[src/rtl/dad_pkg.sv]
// Package for the date advance block: widths, sequencer states and calendar tables.
package dad_pkg;

  localparam int YEAR_W  = 14;
  localparam int MONTH_W = 4;
  localparam int DAY_W   = 5;
  localparam int NDAYS_W = 20;
  localparam int DOY_W   = 9;
  localparam int YEAR2_W = 15;
  localparam int C100_W  = 7;
  localparam int STEP_W  = 3;

  localparam int DAYS_BITS_DEF = 20;

  localparam logic [YEAR2_W-1:0] YEAR_MAX     = 15'd9999;
  localparam logic [MONTH_W-1:0] MONTH_FIRST  = 4'd1;
  localparam logic [MONTH_W-1:0] MONTH_FEB    = 4'd2;
  localparam logic [MONTH_W-1:0] MONTH_LAST   = 4'd12;
  localparam logic [DAY_W-1:0]   DAY_FIRST    = 5'd1;
  localparam logic [DAY_W-1:0]   DAY_LAST_DEC = 5'd31;
  localparam logic [DOY_W-1:0]   DAYS_LEAP    = 9'd366;
  localparam logic [DOY_W-1:0]   DAYS_COMMON  = 9'd365;
  localparam logic [C100_W-1:0]  C100_LAST    = 7'd99;
  localparam logic [STEP_W-1:0]  STEP_Q_HI    = 3'd6;
  localparam logic [STEP_W-1:0]  STEP_LAST    = 3'd7;

  typedef enum logic [2:0] {
    ST_IDLE,
    ST_REDUCE,
    ST_CLAMP,
    ST_FIRST,
    ST_YEAR,
    ST_MONTH,
    ST_DONE
  } dad_state_t;

  // Subtrahends of the restoring year reduction: 400 * 2^k, then 200 and 100.
  function automatic logic [YEAR_W-1:0] reduce_sub(input logic [STEP_W-1:0] step);
    logic [YEAR_W-1:0] s;
    unique case (step)
      3'd0:    s = 14'd12800;
      3'd1:    s = 14'd6400;
      3'd2:    s = 14'd3200;
      3'd3:    s = 14'd1600;
      3'd4:    s = 14'd800;
      3'd5:    s = 14'd400;
      3'd6:    s = 14'd200;
      default: s = 14'd100;
    endcase
    return s;
  endfunction

  function automatic logic [DAY_W-1:0] month_days(input logic [MONTH_W-1:0] m,
                                                  input logic leap);
    logic [DAY_W-1:0] len;
    unique case (m)
      4'd2:                    len = leap ? 5'd29 : 5'd28;
      4'd4, 4'd6, 4'd9, 4'd11: len = 5'd30;
      default:                 len = 5'd31;
    endcase
    return len;
  endfunction

  // Days in the months before m in a common year.
  function automatic logic [DOY_W-1:0] days_before(input logic [MONTH_W-1:0] m);
    logic [DOY_W-1:0] c;
    unique case (m)
      4'd2:    c = 9'd31;
      4'd3:    c = 9'd59;
      4'd4:    c = 9'd90;
      4'd5:    c = 9'd120;
      4'd6:    c = 9'd151;
      4'd7:    c = 9'd181;
      4'd8:    c = 9'd212;
      4'd9:    c = 9'd243;
      4'd10:   c = 9'd273;
      4'd11:   c = 9'd304;
      4'd12:   c = 9'd334;
      default: c = 9'd0;
    endcase
    return c;
  endfunction

endpackage

[src/rtl/dad_in_if.sv]
// Input channel of the date advance block: start date and day count.
interface dad_in_if;
  logic                         valid;
  logic                         ready;
  logic [dad_pkg::YEAR_W-1:0]   start_year;
  logic [dad_pkg::MONTH_W-1:0]  start_month;
  logic [dad_pkg::DAY_W-1:0]    start_day;
  logic [dad_pkg::NDAYS_W-1:0]  days_to_add;

  modport source(output valid, start_year, start_month, start_day, days_to_add,
                 input ready);
  modport sink(input valid, start_year, start_month, start_day, days_to_add,
               output ready);
endinterface

[src/rtl/dad_out_if.sv]
// Result channel of the date advance block: resulting date and overflow flag.
interface dad_out_if;
  logic                         valid;
  logic                         ready;
  logic [dad_pkg::YEAR_W-1:0]   result_year;
  logic [dad_pkg::MONTH_W-1:0]  result_month;
  logic [dad_pkg::DAY_W-1:0]    result_day;
  logic                         year_overflow;

  modport source(output valid, result_year, result_month, result_day, year_overflow,
                 input ready);
  modport sink(input valid, result_year, result_month, result_day, year_overflow,
               output ready);
endinterface

[src/rtl/date_add_days_top.sv]
// Date advance block: adds a day count to a Gregorian date with a shared subtractor.
//
// Usage: present a start date (year, month, day) and a day count on in_chan;
// the item is taken when valid and ready are both high. in_chan.ready is high
// only while the sequencer is idle, so one item is in work at a time. One
// result item per input item leaves on out_chan, held in an output register
// until the receiver takes it; the next input item may be taken while that
// result still waits.
// Each item runs through these steps in order: year reduction mod 400,
// clamp, first year, a year step per whole year crossed (stopping past
// year 9999), a month walk up to the result month, then the output load.
// A new item is taken only after the previous one has returned the
// sequencer to idle; the year loop through the shared subtract/compare
// unit takes the most steps for a long day count.
// Reset (synchronous, active low) returns the sequencer to idle and drops
// any pending result. When the receiver stalls, the finished result holds in
// the output register and a following item waits at the end of its work.
module date_add_days_top #(
  parameter int DAYS_BITS = dad_pkg::DAYS_BITS_DEF
) (
  input  logic      clk,
  input  logic      rst_n,
  dad_in_if.sink    in_chan,
  dad_out_if.source out_chan
);

  // Width of the shared subtractor: wide enough for the day count and a year.
  localparam int AW = (DAYS_BITS > dad_pkg::YEAR_W) ? DAYS_BITS : dad_pkg::YEAR_W;

  dad_pkg::dad_state_t state_r, state_nxt;

  logic [dad_pkg::YEAR2_W-1:0] y2_r, y2_nxt;       // current year of the walk
  logic [dad_pkg::YEAR_W-1:0]  rsd_r, rsd_nxt;     // year remainder during reduction
  logic [dad_pkg::STEP_W-1:0]  step_r, step_nxt;
  logic [1:0]                  q_r, q_nxt;         // (year mod 400) / 100
  logic [dad_pkg::C100_W-1:0]  c100_r, c100_nxt;   // year mod 100
  logic [dad_pkg::MONTH_W-1:0] mon_r, mon_nxt;
  logic [dad_pkg::DAY_W-1:0]   day_r, day_nxt;
  logic [dad_pkg::DOY_W-1:0]   doy_r, doy_nxt;
  logic [DAYS_BITS-1:0]        n_r, n_nxt;         // days still to place
  logic [dad_pkg::DOY_W-1:0]   off_r, off_nxt;     // day of the result, within its year then its month
  logic                        ovf_r, ovf_nxt;

  logic                        out_valid_r, out_valid_nxt;
  logic [dad_pkg::YEAR_W-1:0]  out_year_r, out_year_nxt;
  logic [dad_pkg::MONTH_W-1:0] out_month_r, out_month_nxt;
  logic [dad_pkg::DAY_W-1:0]   out_day_r, out_day_nxt;
  logic                        out_ovf_r, out_ovf_nxt;

  logic                        in_acc;
  logic                        out_free;
  logic                        leap;
  logic [dad_pkg::DOY_W-1:0]   ylen;
  logic [dad_pkg::DAY_W-1:0]   mlen;
  logic [31:0]                 days_ext;

  // Shared subtract/compare unit
  logic [AW-1:0]               alu_a, alu_b;
  logic [AW:0]                 alu_diff;
  logic                        alu_lt, alu_le;

  // Year advance with mod 100 / mod 400 tracking
  logic [dad_pkg::YEAR2_W-1:0] y2_inc;
  logic [dad_pkg::C100_W-1:0]  c100_inc;
  logic [1:0]                  q_inc;

  assign in_acc   = in_chan.valid && in_chan.ready;
  assign out_free = !out_valid_r || out_chan.ready;
  assign days_ext = {{(32 - dad_pkg::NDAYS_W){1'b0}}, in_chan.days_to_add};

  assign leap = ((y2_r[1:0] == 2'd0) && (c100_r != '0)) || ((c100_r == '0) && (q_r == 2'd0));
  assign ylen = leap ? dad_pkg::DAYS_LEAP : dad_pkg::DAYS_COMMON;
  assign mlen = dad_pkg::month_days(mon_r, leap);

  assign y2_inc   = y2_r + 1'b1;
  assign c100_inc = (c100_r == dad_pkg::C100_LAST) ? '0 : c100_r + 1'b1;
  assign q_inc    = (c100_r == dad_pkg::C100_LAST) ? q_r + 1'b1 : q_r;

  always_comb begin
    alu_a = '0;
    alu_b = '0;
    unique case (state_r)
      dad_pkg::ST_REDUCE: begin
        alu_a = AW'(rsd_r);
        alu_b = AW'(dad_pkg::reduce_sub(step_r));
      end
      dad_pkg::ST_CLAMP: begin
        alu_a = AW'(day_r);
        alu_b = AW'(mlen);
      end
      dad_pkg::ST_FIRST: begin
        alu_a = AW'(n_r);
        alu_b = AW'(ylen - doy_r);
      end
      dad_pkg::ST_YEAR: begin
        alu_a = AW'(n_r);
        alu_b = AW'(ylen);
      end
      dad_pkg::ST_MONTH: begin
        alu_a = AW'(off_r);
        alu_b = AW'(mlen);
      end
      default: begin
        alu_a = '0;
        alu_b = '0;
      end
    endcase
  end

  assign alu_diff = {1'b0, alu_a} - {1'b0, alu_b};
  assign alu_lt   = alu_diff[AW];
  assign alu_le   = alu_lt || (alu_diff[AW-1:0] == '0);

  // Next state
  always_comb begin
    state_nxt = state_r;
    unique case (state_r)
      dad_pkg::ST_IDLE:   if (in_acc) state_nxt = dad_pkg::ST_REDUCE;
      dad_pkg::ST_REDUCE: if (step_r == dad_pkg::STEP_LAST) state_nxt = dad_pkg::ST_CLAMP;
      dad_pkg::ST_CLAMP:  state_nxt = dad_pkg::ST_FIRST;
      dad_pkg::ST_FIRST:  state_nxt = alu_le ? dad_pkg::ST_MONTH : dad_pkg::ST_YEAR;
      dad_pkg::ST_YEAR: begin
        if (y2_r > dad_pkg::YEAR_MAX) begin
          state_nxt = dad_pkg::ST_DONE;
        end else if (alu_le) begin
          state_nxt = dad_pkg::ST_MONTH;
        end
      end
      dad_pkg::ST_MONTH: begin
        if ((mon_r == dad_pkg::MONTH_LAST) || alu_le) state_nxt = dad_pkg::ST_DONE;
      end
      dad_pkg::ST_DONE:   if (out_free) state_nxt = dad_pkg::ST_IDLE;
      default:            state_nxt = dad_pkg::ST_IDLE;
    endcase
  end

  // Datapath and outputs
  always_comb begin
    y2_nxt        = y2_r;
    rsd_nxt       = rsd_r;
    step_nxt      = step_r;
    q_nxt         = q_r;
    c100_nxt      = c100_r;
    mon_nxt       = mon_r;
    day_nxt       = day_r;
    doy_nxt       = doy_r;
    n_nxt         = n_r;
    off_nxt       = off_r;
    ovf_nxt       = ovf_r;
    out_valid_nxt = out_valid_r && !out_chan.ready;
    out_year_nxt  = out_year_r;
    out_month_nxt = out_month_r;
    out_day_nxt   = out_day_r;
    out_ovf_nxt   = out_ovf_r;
    unique case (state_r)
      dad_pkg::ST_IDLE: begin
        if (in_acc) begin
          // Load the item; clamp month and day-of-zero here, day length later.
          y2_nxt   = dad_pkg::YEAR2_W'(in_chan.start_year);
          rsd_nxt  = in_chan.start_year;
          step_nxt = '0;
          q_nxt    = '0;
          // A start year past the top of the range can only land past it.
          ovf_nxt  = (dad_pkg::YEAR2_W'(in_chan.start_year) > dad_pkg::YEAR_MAX);
          n_nxt    = days_ext[DAYS_BITS-1:0];
          if (in_chan.start_month < dad_pkg::MONTH_FIRST) begin
            mon_nxt = dad_pkg::MONTH_FIRST;
          end else if (in_chan.start_month > dad_pkg::MONTH_LAST) begin
            mon_nxt = dad_pkg::MONTH_LAST;
          end else begin
            mon_nxt = in_chan.start_month;
          end
          day_nxt = (in_chan.start_day < dad_pkg::DAY_FIRST) ? dad_pkg::DAY_FIRST
                                                            : in_chan.start_day;
        end
      end
      dad_pkg::ST_REDUCE: begin
        // Restoring reduction: year mod 400, then hundreds digit and mod 100.
        if (!alu_lt) rsd_nxt = alu_diff[dad_pkg::YEAR_W-1:0];
        if (step_r >= dad_pkg::STEP_Q_HI) q_nxt = {q_r[0], !alu_lt};
        if (step_r == dad_pkg::STEP_LAST) begin
          c100_nxt = alu_lt ? rsd_r[dad_pkg::C100_W-1:0]
                            : alu_diff[dad_pkg::C100_W-1:0];
        end
        step_nxt = step_r + 1'b1;
      end
      dad_pkg::ST_CLAMP: begin
        // Clamp the day to its month, then form the day of year.
        if (!alu_le) day_nxt = mlen;
        doy_nxt = dad_pkg::DOY_W'(alu_le ? day_r : mlen) + dad_pkg::days_before(mon_r)
                + dad_pkg::DOY_W'(leap && (mon_r > dad_pkg::MONTH_FEB));
      end
      dad_pkg::ST_FIRST: begin
        if (alu_le) begin
          off_nxt = doy_r + n_r[dad_pkg::DOY_W-1:0];
          mon_nxt = dad_pkg::MONTH_FIRST;
        end else begin
          n_nxt    = alu_diff[DAYS_BITS-1:0];
          y2_nxt   = y2_inc;
          c100_nxt = c100_inc;
          q_nxt    = q_inc;
        end
      end
      dad_pkg::ST_YEAR: begin
        if (y2_r > dad_pkg::YEAR_MAX) begin
          ovf_nxt = 1'b1;
        end else if (alu_le) begin
          off_nxt = n_r[dad_pkg::DOY_W-1:0];
          mon_nxt = dad_pkg::MONTH_FIRST;
        end else begin
          n_nxt    = alu_diff[DAYS_BITS-1:0];
          y2_nxt   = y2_inc;
          c100_nxt = c100_inc;
          q_nxt    = q_inc;
        end
      end
      dad_pkg::ST_MONTH: begin
        if (!((mon_r == dad_pkg::MONTH_LAST) || alu_le)) begin
          off_nxt = alu_diff[dad_pkg::DOY_W-1:0];
          mon_nxt = mon_r + 1'b1;
        end
      end
      dad_pkg::ST_DONE: begin
        // Hold until the output register is free, then load it.
        if (out_free) begin
          out_valid_nxt = 1'b1;
          out_ovf_nxt   = ovf_r;
          if (ovf_r) begin
            out_year_nxt  = dad_pkg::YEAR_MAX[dad_pkg::YEAR_W-1:0];
            out_month_nxt = dad_pkg::MONTH_LAST;
            out_day_nxt   = dad_pkg::DAY_LAST_DEC;
          end else begin
            out_year_nxt  = y2_r[dad_pkg::YEAR_W-1:0];
            out_month_nxt = mon_r;
            out_day_nxt   = off_r[dad_pkg::DAY_W-1:0];
          end
        end
      end
      default: begin
        out_valid_nxt = out_valid_r && !out_chan.ready;
      end
    endcase
  end

  always_ff @(posedge clk) begin
    if (!rst_n) begin
      state_r     <= dad_pkg::ST_IDLE;
      out_valid_r <= 1'b0;
    end else begin
      state_r     <= state_nxt;
      out_valid_r <= out_valid_nxt;
    end
  end

  always_ff @(posedge clk) begin
    y2_r        <= y2_nxt;
    rsd_r       <= rsd_nxt;
    step_r      <= step_nxt;
    q_r         <= q_nxt;
    c100_r      <= c100_nxt;
    mon_r       <= mon_nxt;
    day_r       <= day_nxt;
    doy_r       <= doy_nxt;
    n_r         <= n_nxt;
    off_r       <= off_nxt;
    ovf_r       <= ovf_nxt;
    out_year_r  <= out_year_nxt;
    out_month_r <= out_month_nxt;
    out_day_r   <= out_day_nxt;
    out_ovf_r   <= out_ovf_nxt;
  end

  assign in_chan.ready          = (state_r == dad_pkg::ST_IDLE);
  assign out_chan.valid         = out_valid_r;
  assign out_chan.result_year   = out_year_r;
  assign out_chan.result_month  = out_month_r;
  assign out_chan.result_day    = out_day_r;
  assign out_chan.year_overflow = out_ovf_r;

endmodule

[src/flat_wrapper.sv]
// flat-port wrapper written by rule: the top's interface ports become plain ports
module date_add_days_top_flat 
#(
  parameter int DAYS_BITS = dad_pkg::DAYS_BITS_DEF
)
  (clk, rst_n, in_chan_valid, in_chan_start_year, in_chan_start_month, in_chan_start_day, in_chan_days_to_add, in_chan_ready, out_chan_valid, out_chan_result_year, out_chan_result_month, out_chan_result_day, out_chan_year_overflow, out_chan_ready);
  dad_in_if in_chan_i ();
  dad_out_if out_chan_i ();
  input  logic clk;
  input  logic rst_n;
  input wire logic [$bits(in_chan_i.valid)-1:0] in_chan_valid;
  input wire logic [$bits(in_chan_i.start_year)-1:0] in_chan_start_year;
  input wire logic [$bits(in_chan_i.start_month)-1:0] in_chan_start_month;
  input wire logic [$bits(in_chan_i.start_day)-1:0] in_chan_start_day;
  input wire logic [$bits(in_chan_i.days_to_add)-1:0] in_chan_days_to_add;
  output wire logic [$bits(in_chan_i.ready)-1:0] in_chan_ready;
  output wire logic [$bits(out_chan_i.valid)-1:0] out_chan_valid;
  output wire logic [$bits(out_chan_i.result_year)-1:0] out_chan_result_year;
  output wire logic [$bits(out_chan_i.result_month)-1:0] out_chan_result_month;
  output wire logic [$bits(out_chan_i.result_day)-1:0] out_chan_result_day;
  output wire logic [$bits(out_chan_i.year_overflow)-1:0] out_chan_year_overflow;
  input wire logic [$bits(out_chan_i.ready)-1:0] out_chan_ready;
  assign in_chan_i.valid = in_chan_valid;
  assign in_chan_i.start_year = in_chan_start_year;
  assign in_chan_i.start_month = in_chan_start_month;
  assign in_chan_i.start_day = in_chan_start_day;
  assign in_chan_i.days_to_add = in_chan_days_to_add;
  assign in_chan_ready = in_chan_i.ready;
  assign out_chan_valid = out_chan_i.valid;
  assign out_chan_result_year = out_chan_i.result_year;
  assign out_chan_result_month = out_chan_i.result_month;
  assign out_chan_result_day = out_chan_i.result_day;
  assign out_chan_year_overflow = out_chan_i.year_overflow;
  assign out_chan_i.ready = out_chan_ready;
  date_add_days_top #(.DAYS_BITS(DAYS_BITS)) u_core (.clk(clk), .rst_n(rst_n), .in_chan(in_chan_i), .out_chan(out_chan_i));
endmodule
[config.mk]
export PLATFORM = sky130hd
export DESIGN_NAME = date_add_days_top_flat
export DESIGN_NICKNAME = d
export VERILOG_FILES = /design/src/rtl/dad_pkg.sv /design/src/rtl/dad_in_if.sv /design/src/rtl/dad_out_if.sv /design/src/rtl/date_add_days_top.sv /design/src/flat_wrapper.sv
export SDC_FILE = /design/constraint.sdc
export NUM_CORES = 1
export LEC_CHECK = 0
export ABC_AREA = 1
export BUFFER_PORTS_ARGS = -buffer_cell sky130_fd_sc_hd__buf_2
export CORE_UTILIZATION = 40
export DETAILED_ROUTE_END_ITERATION = 8
export PLACE_DENSITY_LB_ADDON = 0.05
export SYNTH_ARGS = -nofsm -noshare
export SYNTH_HDL_FRONTEND = slang
export SYNTH_SLANG_ARGS = --single-unit
export TNS_END_PERCENT = 1
[constraint.sdc]
create_clock -name clk -period 7.4 [get_ports clk]
set_input_delay 0.37 -clock clk [delete_from_list [all_inputs] [get_ports clk]]
set_output_delay 0.37 -clock clk [all_outputs]
set_load 0.005 [all_outputs]
==> Word level (Yosys, flattened, before mapping) <==
Memory sizes are Yosys's and may differ from the RTL's. A register that Yosys moved wholly into a read port is not among the register bits.
Cells that the tools add are included.
{ "word_totals": {"register_bits": 117, "latch_bits": 0, "ram_bits": 0, "mem_bits_ro": 144, "in_bits": 47, "output_inout_bits": 26, "word_cells": 172, "mem_count": 1} }
{ "op_classes": {"add_sub_neg": 10, "multipliers": 0, "n_div": 0, "order_cmp": 7, "n_eq_ne": 33, "shifts": 0, "muxes": 63, "n_bitwise": 0, "n_reduce_logical": 41} }
{ "mem_list": {"columns": ["name", "words", "width", "read_ports", "rd_clocked_by_memory_dff", "wr", "line_no", "source"], "rows": [
  ["(name not given)", 16, 9, 1, 1, 0, "dad_pkg.sv:67", "unique case (m)"]
]} }
{ "ops": {"columns": ["operator", "n"], "rows": [
  ["$pmux W20 S4", 2],
  ["$pmux W14 S7", 1],
  ["$mux W20", 3],
  ["$pmux W20 S3", 1],
  ["$mux W15", 3],
  ["$mux W9", 5],
  ["$pmux W15 S3", 1],
  ["$mux W7", 5],
  ["$mux W14", 2],
  ["$mux W4", 7],
  ["$pmux W14 S2", 1],
  ["$pmux W9 S3", 1],
  ["$eq A3 B3 Y1 const B", 7],
  ["$mux W3", 7],
  ["$pmux W3 S7", 1],
  ["$pmux W7 S3", 1],
  ["$sub A20 B20 Y21", 1],
  ["$logic_not A20 Y1", 1],
  ["$mux W5", 4],
  ["$pmux W5 S2", 2],
  ["$add A9 B9 Y9", 2],
  ["$pmux W4 S4", 1],
  ["$add A15 B1 Y15 const B", 1],
  ["$gt A15 B14 Y1 const B", 1],
  ["other kinds (42)", 93]
]} }

==> Depth between registers and ports, before layout <==
{ "logic_depth": {"depth_word": 13, "depth_mapped": 43, "depth_no_buf": 43} }

==> Worst setup path before layout <==
OpenSTA, ideal clock, no wires.
{ "synth_timing": {"path_kind": "reg-to-reg", "start": "register, netlist name u_core.c100_r[4]", "end": "register u_core.n_r[0] (enable)", "setup_ps": 436, "arrival_time_ps": 5525, "required_ps": 6964, "slack_ps": 1439, "path_stages_with_launch": 29, "n_path_buf": 0, "synth_period_minus_slack_ps": 5961, "path_cell_list": "edfxtp_1 nor3_1 nand3_1 o21ai_0 inv_1 ha_1 fa_1 nand3_1 nand2_1 inv_1 nor2_1 a21oi_1 o21ai_0 a21oi_1 nor2_1 ha_1 nand2_1 inv_1 a21oi_1 inv_1 a21oi_1 nand2_1 nand2_1 nand2_1 nand3_1 nor2_4 nand2_4 nand2_2 a21oi_1"} }
{ "synth_lines": {"columns": ["item", "line_no", "source"], "rows": [
  ["end signal: assignment", "date_add_days_top.sv:264", "n_r <= n_nxt;"],
  ["end: declaration", "date_add_days_top.sv:40", "logic [DAYS_BITS-1:0] n_r, n_nxt;"]
]} }

==> Worst setup path after layout <==
{ "layout_timing": {"start": "register u_core.c100_r[4] (netlist bit)", "end": "register u_core.doy_r[8] (netlist bit) (data pin)"} }
{ "layout_between": {"elab_chain_cells": 12, "elab_cells_between_ends": 17, "cone_classes": "4 x add/sub; 5 x mux; 8 x reduce/logical"} }
{ "layout_lines": {"columns": ["item", "line_no", "source"], "rows": [
  ["start: declaration", "date_add_days_top.sv:36", "logic [dad_pkg::C100_W-1:0] c100_r, c100_nxt;"],
  ["start signal: assignment", "date_add_days_top.sv:260", "c100_r <= c100_nxt;"],
  ["$reduce_bool A7 Y1 / $logic_not A7 Y1 (equally long branches)", "date_add_days_top.sv:71", "assign leap = ((y2_r[1:0] == 2'd0) && (c100_r != '0)) || ((c100_r == '0) && (q_r == 2'd0));"],
  ["$logic_and A1 B1 Y1", "date_add_days_top.sv:71", null],
  ["$logic_or A1 B1 Y1 *", "date_add_days_top.sv:71", null],
  ["$mux W2 / $mux W1 (equally long branches)", "date_add_days_top.sv:72, dad_pkg.sv:57", null],
  ["$sub A9 B9 Y10 / $pmux W5 S2 (equally long branches)", "date_add_days_top.sv:93, dad_pkg.sv:56", null],
  ["$pmux W20 S4", "date_add_days_top.sv:82", "unique case (state_r)"],
  ["$sub A20 B20 Y21", "date_add_days_top.sv:110", "assign alu_diff = {1'b0, alu_a} - {1'b0, alu_b};"],
  ["$logic_not A20 Y1", "date_add_days_top.sv:112", "assign alu_le = alu_lt || (alu_diff[AW-1:0] == '0);"],
  ["$logic_or A1 B1 Y1", "date_add_days_top.sv:112", null],
  ["$mux W5", "date_add_days_top.sv:190", "doy_nxt = dad_pkg::DOY_W'(alu_le ? day_r : mlen) + dad_pkg::days_before(mon_r)"],
  ["$add A9 B9 Y9", "date_add_days_top.sv:190", null],
  ["$add A9 B1 Y9 *", "date_add_days_top.sv:191", "+ dad_pkg::DOY_W'(leap && (mon_r > dad_pkg::MONTH_FEB));"],
  ["end signal: assignment", "date_add_days_top.sv:263", "doy_r <= doy_nxt;"],
  ["end: declaration", "date_add_days_top.sv:39", "logic [dad_pkg::DOY_W-1:0] doy_r, doy_nxt;"]
]} }
Every way passes the cells marked *; elsewhere a longest branch is shown, timed or not.
A chain may end at the register's enable or synchronous reset.

==> metrics.txt <==
CTS tree built; cell repeated most along the worst path nand2_1; core footprint 0.02182 sq mm; layout cell share with drive strength beyond 1 14.38%; final core occ 47.24%; max cap viols 0; critical path's slowest cell a2111oi_0; clk buf depth 2; clk_lat worst skew 430 ps; Placement Setup Slack 626.0 ps; setup ws final 861.8 ps; Layout area overhead 15.71%; Starting Density 40.83%; first-pass detailed-route iteration total 5; setup tns final 0 ps; DRC Markers 0; Die Area 0.02288 sq mm; hold endpoint u_core.state_r[1]; fin crit share 88.35%; Hold Startpoint rst_n; hold path cells 2; Num CTS Buffers 17; clock slew seen by the registers of the worst setup and hold paths 60 ps; clock sink count 126; count of final hold-check violations 0; initial antenna violation count 0; Reg2Reg Depth 35; Total GRT Usage 25.03%; Placer Congestion 0.9318; kind of critical path reg2reg; GRT overflow 0; final setup fails 0; Ys Warns 0; Max Slew Vio Count 0; WL per Instance 18.17 um; RSZ-0062 raised after global routing false; FP Rows 54; count of cell types in the netlist 51; status finished, final reports clean; Vias 7,831; Crit path largest cell delay 460 ps; FMAX 152.9 MHz; Post-Syn Area 0.008910 sq mm; type of origin of the critical path register; largest net degree at the start of global routing 56; Critical Path Sink Type register; critical path fanouts, max 5; Seq cells post-synth 126; routed wire length 27,200 um; flop2flop setup slack 860 ps; Worst-Margin Slew 938.3 ps; CP required 7580 ps; Die W 151.2 um; final critical-path required period 6538 ps; DRT antenna net count 0; vias in the first global route 7,587; Final #Nets 1,314; Die Height 151.2 um; Worst slew margin 37.44%; Mapped Nets 1,228; Min-Delay Path Class in2reg; Seq/Total Area, Yosys 41.01%; # diodes 0; Gate Count Post-Synth 1,118; Critical Path AT 6720 ps; Clock H-tree levels 4; Initial DRC Count 553; clock root buffer clkbuf_16; ys async rst share 0%; setup clock skew after layout 14.42 ps; first-pass GRT wire length 42,530 um; PortBufs 72; number of synthesized flops with an enable pin 113; vias per cell 5.231; Avg Cell Area, Syn 7.969 sq um; DP Wirelength 21,410 um; reg2reg start u_core.c100_r[4]; I/O pins 73; Worst R2R End u_core.doy_r[8]; Top FF cell, synth edfxtp_1
[cell families after synthesis]
| kind of cell | count (synthesis) | synth area share (%) |
|---|---|---|
| and+or+nand+nor | 510 | 25.14 |
| xor gates and xnor gates | 34 | 3.427 |
| DFF | 126 | 41.01 |
| adders and majority gates | 63 | 9.268 |
| AOI/OAI and AO/OA | 192 | 13.00 |
| buffers and inverters | 193 | 8.159 |
[flip-flops by register name, summed over array words and instances, names as in the netlist, 5 cells and up, named ones only]
| name | flops |
|---|---|
| u_core.c100_r | 7 |
| u_core.day_r | 5 |
| u_core.doy_r | 9 |
| u_core.n_r | 20 |
| u_core.off_r | 9 |
| u_core.out_chan.result_day | 5 |
| u_core.out_chan.result_year | 14 |
| u_core.rsd_r | 14 |
| u_core.y2_r | 15 |
[critical path, delay by kind of cell, from the launching register on]
family | cells | cell delay [ps]
compound gates | 6 | 1380
xor+xnor | 2 | 270
fa+ha+maj | 5 | 1660
buf+inv | 3 | 340
flops | 1 | 440
simple gates | 19 | 2170
[cell usage in the layout, fill, tap and decap left out, types with 4 or more instances in the layout]
cell and count:
or2_2 12, inv_2 6, o211ai_1 10, edfxtp_1 113, nor2_1 93, dfxtp_1 13
nand2_2 10, o22ai_1 10, inv_8 4, nor3_1 16, a22oi_1 8, ha_1 58
nand3b_1 9, nand2_4 5, clkbuf_16 17, a31oi_1 7, o21ai_0 79, nand2_1 275
inv_1 163, nand4_1 14, buf_2 72, xor2_1 26, nand3_2 4, xnor2_1 7
fa_1 5, nand3_1 58, a21oi_1 39, o221ai_1 9, nor2_2 4, buf_4 17
a22o_1 5
[repair_timing]
item / CTS / global route
setup endpoints to repair: 0 / 1
resized for setup: 0 / 1
hold buffers: 0 / 0
setup buffers: 0 / 0
[cell usage after synthesis, types with 14 or more instances]
master	count	share of area, %
nand2_1	275	12
inv_1	163	6.9
edfxtp_1	113	38
nor2_1	95	4.0
o21ai_0	81	4.5
ha_1	58	8.1
nand3_1	58	3.3
a21oi_1	41	2.3
xor2_1	26	2.6
clkbuf_1	19	0.80
nor3_1	16	0.90
nand4_1	14	0.98
[worst max path at each step]
stage                                start              end  cells past startpoint
after floorplan           u_core.c100_r[4]    u_core.n_r[0]                     28
after global placement    u_core.c100_r[4]  u_core.doy_r[7]                     35
after detailed placement  u_core.c100_r[4]  u_core.doy_r[7]                     35
after CTS                 u_core.c100_r[4]  u_core.doy_r[7]                     35
after global routing      u_core.c100_r[4]  u_core.doy_r[8]                     39
final                     u_core.c100_r[4]  u_core.doy_r[8]                     35
[routing by layer]
metal / GRT usage [%] / share of wire, % / vias to the layer above / routed length, um
met1: 33.98 / 46 / 3673 / 12620
met2: 41.42 / 47 / 213 / 12830
met5: 0 / 0 / - / 0
met3: 3.735 / 5.1 / 24 / 1383
li1: - / - / 3921 / -
met4: 6.450 / 1.3 / 0 / 361
[metrics by stage]
step / instance area, sq um / cells / hold WS [ps]
floorplan: 8910 / 1118 / 480.9
global placement: 9708 / 1465 / 512.0
detailed placement: 9708 / 1465 / 520.6
CTS: 10310 / 1497 / 204.7
global route: 10310 / 1497 / 206.8
finish: 10310 / 1497 / 202.6
[area by class of cell]
type	instances	area, sq um
well taps	280	350.3
clock inverters	15	176.4
multi-input cells	799	4558
repair buffers	90	508.0
fillers	2219	11510
flip-flops and latches	126	3654
clock buffers	17	425.4
inverters	170	638.1
Power is not shown: default switching activity piles up to over one toggle a cycle in this logic, so the estimate is an artifact.
